<file path="config.mk">
export PLATFORM = sky130hd
export DESIGN_NAME = cht_ctrl
export DESIGN_NICKNAME = d
export VERILOG_FILES = /design/src/hdl/cht_pkg.sv /design/src/hdl/cht_ctrl.sv
export SDC_FILE = /design/constraint.sdc
export NUM_CORES = 1
export LEC_CHECK = 0
export ABC_AREA = 1
export BUFFER_PORTS_ARGS = -buffer_cell sky130_fd_sc_hd__buf_2
export CAP_MARGIN = 0
export CORE_AREA = 5 5 42 44
export CTS_CLUSTER_DIAMETER = 80
export DETAILED_ROUTE_END_ITERATION = 6
export DIE_AREA = 0 0 47 49
export PLACE_DENSITY = 0.55
export SLEW_MARGIN = 10
export SYNTH_ARGS = -nofsm -noshare
export SYNTH_HDL_FRONTEND = slang
export SYNTH_SLANG_ARGS = --single-unit
</file>
<file path="constraint.sdc">
create_clock -name clk -period 1 [get_ports clk]
set_input_delay 0 -clock clk [delete_from_list [all_inputs] [get_ports clk]]
set_output_delay 0 -clock clk [all_outputs]
set_load 0.02 [all_outputs]
</file>
<file path="src/hdl/cht_pkg.sv">
// shared types and request/status codes for the chained hash table
package cht_pkg;

    typedef enum logic [1:0] {
        REQ_PUT    = 2'd0,
        REQ_REMOVE = 2'd1,
        REQ_GET    = 2'd2,
        REQ_NONE   = 2'd3
    } req_t;

    typedef enum logic [1:0] {
        ST_OK       = 2'd0,
        ST_NOTFOUND = 2'd1,
        ST_FULL     = 2'd2
    } status_t;

    typedef enum logic [2:0] {
        DP_NOP,
        DP_LOAD,
        DP_PUT,
        DP_READ,
        DP_STEP,
        DP_UNLINK,
        DP_OUT
    } dp_cmd_t;

    typedef struct packed {
        logic    empty_pool;
        logic    at_null;
        logic    hit;
        logic    clearing;
        req_t    req;
    } dp_status_t;

endpackage

</file>
<file path="src/hdl/cht_ctrl.sv">
// controller: sequences put, chain walk and unlink, holds the output beat
module cht_ctrl (
    input  logic                  clk,
    input  logic                  rst_n,
    input  logic                  s_tvalid,
    output logic                  s_tready,
    output logic                  m_tvalid,
    input  logic                  m_tready,
    input  cht_pkg::dp_status_t   stat,
    output cht_pkg::dp_cmd_t      cmd
);
    import cht_pkg::*;

    typedef enum logic [2:0] {
        S_IDLE,
        S_DISPATCH,
        S_HEAD,
        S_READ,
        S_CHECK,
        S_FIN,
        S_DONE
    } state_t;

    state_t state_reg;
    state_t state_next;
    logic   m_tvalid_reg;
    logic   m_tvalid_next;

    assign s_tready = (state_reg == S_IDLE) && !stat.clearing && !m_tvalid_reg;
    assign m_tvalid = m_tvalid_reg;

    always_comb
    begin
        state_next    = state_reg;
        m_tvalid_next = m_tvalid_reg && !m_tready;
        cmd           = DP_NOP;
        case (state_reg)
            S_IDLE:
            begin
                if (s_tvalid && s_tready)
                begin
                    cmd        = DP_LOAD;
                    state_next = S_DISPATCH;
                end
            end
            S_DISPATCH:
            begin
                if (stat.req == REQ_PUT)
                begin
                    cmd        = DP_PUT;
                    state_next = S_FIN;
                end
                else if (stat.req == REQ_NONE)
                begin
                    state_next = S_FIN;
                end
                else
                begin
                    state_next = S_HEAD;
                end
            end
            S_HEAD:
            begin
                cmd        = DP_READ;
                state_next = S_CHECK;
            end
            S_READ:
            begin
                state_next = S_CHECK;
            end
            S_CHECK:
            begin
                if (stat.at_null)
                begin
                    state_next = S_FIN;
                end
                else if (stat.hit)
                begin
                    if (stat.req == REQ_REMOVE)
                    begin
                        cmd = DP_UNLINK;
                    end
                    state_next = S_FIN;
                end
                else
                begin
                    cmd        = DP_STEP;
                    state_next = S_READ;
                end
            end
            S_FIN:
            begin
                cmd        = DP_OUT;
                state_next = S_DONE;
            end
            S_DONE:
            begin
                m_tvalid_next = 1'b1;
                state_next    = S_IDLE;
            end
            default:
            begin
                state_next = S_IDLE;
            end
        endcase
    end

    always_ff @(posedge clk or negedge rst_n)
    begin
        if (!rst_n)
        begin
            state_reg    <= S_IDLE;
            m_tvalid_reg <= 1'b0;
        end
        else
        begin
            state_reg    <= state_next;
            m_tvalid_reg <= m_tvalid_next;
        end
    end

    a_no_accept_busy: assert property (@(posedge clk) disable iff (!rst_n)
        s_tready |-> state_reg == S_IDLE && !m_tvalid_reg)
        else $error("accept while busy");
    a_done_valid: assert property (@(posedge clk) disable iff (!rst_n)
        state_reg == S_DONE |=> m_tvalid_reg)
        else $error("result beat missing");
    a_out_after_fin: assert property (@(posedge clk) disable iff (!rst_n)
        state_reg == S_FIN |=> state_reg == S_DONE)
        else $error("finish sequence broken");
endmodule

</file>
## After elaboration in Yosys (flattened, before gate mapping)

Index checks and enable logic that the tools add are counted.

- Eq/ne operators: 9
- Muxes and demuxes: 13
- Reductions and logical operators: 10

Operator list:

| kind | count |
|---|---|
| $pmux 3 s5 | 2 |
| $mux 3 | 8 |
| $eq 3x3->1 const B | 3 |
| $eq 3x2->1 const B | 2 |
| $logic_and 1x1->1 | 4 |
| $eq 3x1->1 const B | 1 |
| $logic_not 1->1 | 3 |
| $logic_not 3->1 | 1 |
| $eq 2x1->1 const B | 1 |
| $eq 2x2->1 const B | 1 |
| $logic_not 2->1 | 1 |
| $mux 1 | 2 |
| $mux 2 | 1 |
| $ne 2x1->1 const B | 1 |
| $reduce_or 2->1 | 1 |

- Flip-flop bits (word level): 4
- Output and inout port bits: 5
- Logic and storage cells: 34

## Depth between registers and ports, before layout

- Word-level depth: 6
- Mapped depth: 7
- Mapped depth without buffers: 7

## Worst setup path after synthesis

OpenSTA, ideal clock, no wires.

- Kind: register -> output
- From: reg m_tvalid_reg, in the netlist m_tvalid
- To: out s_tready
- Arrival time: 1,071 ps
- Required time: 1,000 ps
- Slack: -71 ps
- Stages on the path, launching flop included: 4
- Buffers on the path: 0
- Cells stage by stage: dfrtp_1 inv_1 nand2_1 nor3_1

- Word-level cells in the longest chain between the ends: 2

Ends and longest elaborated chain:

| what | RTL line | text |
|---|---|---|
| from (decl) | cht_ctrl.sv:26 | `logic m_tvalid_reg;` |
| from (signal assigned) | cht_ctrl.sv:118 | `m_tvalid_reg <= m_tvalid_next;` |
| $logic_not 1->1 | cht_ctrl.sv:29 | `assign s_tready = (state_reg == S_IDLE) && !stat.clearing && !m_tvalid_reg;` |
| $logic_and 1x1->1 | cht_ctrl.sv:29 |  |
| to (decl) | cht_ctrl.sv:6 | `output logic s_tready,` |

No other way between the ends.

## Worst setup path after layout

- From: reg state_reg[0]
- To: out cmd[0]

- Word-level cells in the longest chain between the ends: 6
- Elaborated cells between the ends (all ways): 10
- Those cells by class: 4 x eq/ne; 2 x mux; 4 x reduce/logical

Ends and longest elaborated chain:

| what | RTL line | text |
|---|---|---|
| from (decl) | cht_ctrl.sv:24 | `state_t state_reg;` |
| from (signal assigned) | cht_ctrl.sv:117 | `state_reg <= state_next;` |
| $logic_not 3->1 | cht_ctrl.sv:29, cht_ctrl.sv:37 |  |
| $logic_and 1x1->1 (2 in series) | cht_ctrl.sv:29 |  |
| $logic_and 1x1->1 | cht_ctrl.sv:40 | `if (s_tvalid && s_tready)` |
| $mux 1 | cht_ctrl.sv:40 |  |
| $pmux 3 s5 (*) | cht_ctrl.sv:37 | `case (state_reg)` |
| to (decl) | cht_ctrl.sv:10 | `output cht_pkg::dp_cmd_t cmd` |

Mark *: on every way between the ends. The rest lies on a longest branch, timed or not.

==> flow_summary.json <==
{
  "layout_common_cells": "inv_1, buf_2, nand2_1, nand3_1, buf_4",
  "wl_met3_um": 76,
  "rsz0062_at_grt": "yes",
  "synth_cell_type_count": 19,
  "status": "complete, but fails checks",
  "rrSetupSlack_ns": 0.06,
  "min_path_type": "input port to async pin",
  "synth.cell_area_um2": 335,
  "routabilityCongestion": 0.749,
  "syn-num-nets": 61,
  "maxCapViolations": 0,
  "antennaDiodeCount": 0,
  "first_pass_iters": 4,
  "m1WireLength_um": 338,
  "pwr-share-clk_pct": 13.9,
  "core_area_um2": 1400,
  "crit_path_max_fanout": 5,
  "vias_per_cell": 4.46,
  "p_int_w": 0.000777,
  "initial_core_util_pct": 23.9,
  "placed_cell_area_um2": 425,
  "crit_start": "state_reg[0]",
  "finalNonFillerCells": 84,
  "die_h_um": 49,
  "timing.final.ws_setup_ns": -0.210,
  "port_buffers": 13,
  "finalNetCount": 82,
  "synthCells": 49,
  "wl_met2_um": 354,
  "cts_buffers": 3,
  "ys_ff_latch": 4,
  "tightest_slew_ns": 0.199,
  "clock_path_buffers": 2,
  "drive_gt1_share_pct": 47.1,
  "crit_end": "cmd[0]",
  "crit_chain": "inv_2 > nand2_4 > nor2_4 > nand3b_1 > nand2_1 > buf_6",
  "power_leakage_nw": 0.274,
  "top_layer_used": "met4",
  "slew_viol_final": 0,
  "slowest_stage": "dfrtp_1",
  "die_w_um": 47,
  "swShare_pct": 47.5,
  "io_pins": 15,
  "final_cell_area_um2": 513,
  "violations": "negative setup slack",
  "vias": 375,
  "fillers": 163,
  "ant_nets": 0,
  "clock_latency_ns": 0.24,
  "core.rowCount": 14,
  "power_density_nw_per_um2": 2890,
  "ir_drop_mv": 0.932,
  "cp-end-kind": "output port",
  "p_sw_w": 0.000704,
  "fmax_ghz": 0.827,
  "cts_root_buffer": "clkbuf_4",
  "clkTransAtPathRegs_ns": 0.04,
  "critPathKind": "register to output port",
  "grt_start_max_net_pins": 10,
  "dieArea_um2": 2300,
  "antenna_found_initial": 0,
  "critPathArrivalTime_ns": 1.21,
  "grt_first_pass_wirelength_um": 1260,
  "cts_tree": "done",
  "r2r-start": "state_reg[0]",
  "start_kind": "register",
  "share_seq_of_total_power_pct": 24.8,
  "combPwrFrac_pct": 61.3,
  "drc": 0,
  "placed_cells": 78,
  "slew_headroom_pct": 86.7,
  "drtIter0Drc": 13,
  "finalCritPeriodShare_pct": 121,
  "area_growth_pct": 53.0,
  "grt_pass1_vias": 323,
  "totalWireLength_um": 794,
  "htreeDepth": 1,
  "timing.rr.end": "state_reg[0]",
  "cp.required_ns": 1.00,
  "setup_violations": 4,
  "yosys_warnings": 0,
  "skew_ns": 0.00410,
  "ys_seq_area_share_pct": 29.9,
  "tns_ns": -0.575,
  "hold_viol": 0,
  "grt_overflow_total": 0,
  "fin_crit_ns": 1.21,
  "avgSynthCellArea_um2": 6.84,
  "slowest_delay_ns": 0.39,
  "clock_sink_count": 4,
  "r2r_cells": 6,
  "grt_usage_pct": 8.20,
  "wl_per_cell_um": 9.45,
  "largest_register_ffs": 3,
  "hpwl_um": 645
}
## power by group through the flow
stage                     Combinational, W  Clock, W  Sequential [W]
after floorplan                   0.000592         0        0.000301
after global placement            0.000744         0        0.000342
after detailed placement          0.000740         0        0.000342
after CTS                         0.000868  0.000212        0.000345
after global routing               0.00101  0.000227        0.000381
final                             0.000908  0.000206        0.000367
## cells in the mapped netlist, drive strengths merged
library cell,number,area [um^2]
a21oi,2,10.0
buf,1,7.51
dfrtp,4,100
ha,2,25.0
inv,12,45.0
nand2,9,36.3
nand3,7,40.0
nand3b,1,7.51
nor2,5,28.8
nor3,1,5.00
o21ai,4,23.8
o22ai,1,6.26
## worst max-delay path: cells and delay by family, from the launching register on
family / cells / cell delay, ns
buffers and inverters: 2 / 0.24
flip-flops: 1 / 0.39
AND/OR/NAND/NOR: 4 / 0.34
## cell families after synthesis
family	count (synthesis)	share of synthesized area [%]
buffers and inverters	13	15.7
adder cells (fa/ha/maj)	2	7.46
AO/OA/AOI/OAI	7	11.9
AND/OR/NAND/NOR	23	35.1
flip-flops	4	29.9
## per-stage QoR
step | hold WS (ns) | total power, W | utilization [%] | setup slack [ns]
after floorplan | -0.296 | 0.000893 | - | 0.0663
after global placement | -0.192 | 0.00109 | 30.4 | -0.00192
after detailed placement | -0.188 | 0.00108 | 30.4 | -0.00290
after CTS | 0.0917 | 0.00142 | 35.4 | -0.220
after global routing | 0.101 | 0.00162 | 36.6 | -0.313
final | 0.0929 | 0.00148 | 36.6 | -0.210
## routing by layer
layer / GRT usage [%] / vias to the layer above
met1: 9.11 / 162
met5: 0 / -
li1: - / 192
met3: 5.17 / 6
met4: 6.91 / 0
met2: 10.4 / 15
## cell type report
type / instances / area (um^2) / share of cell area, %
inverter: 12 / 47.5 / 9.27
sequential: 4 / 103 / 20.0
multi-input combinational: 32 / 206 / 40.2
clock buffer: 3 / 22.5 / 4.39
tap: 16 / 20.0 / 3.90
timing repair buffer: 17 / 114 / 22.2
## worst min-delay path by stage
stage	slack [ns]	end	from	cells after the start
floorplan	-0.30	m_tvalid	rst_n	0
global placement	-0.19	state_reg[0]	rst_n	1
detailed placement	-0.19	state_reg[0]	rst_n	1
CTS	0.09	state_reg[0]	rst_n	2
global route	0.10	state_reg[0]	rst_n	2
finish	0.09	state_reg[0]	rst_n	2
## timing repair
action / in CTS / in global routing
hold buffers: 2 / 0
endpoints found under the hold margin: 5 / 0
resized for setup: 7 / 7
pin swaps: 3 / 0
endpoints found under the setup margin: 4 / 5
buffers inserted: 1 / 0
No activity file was read; power rests on OpenSTA's default activity.
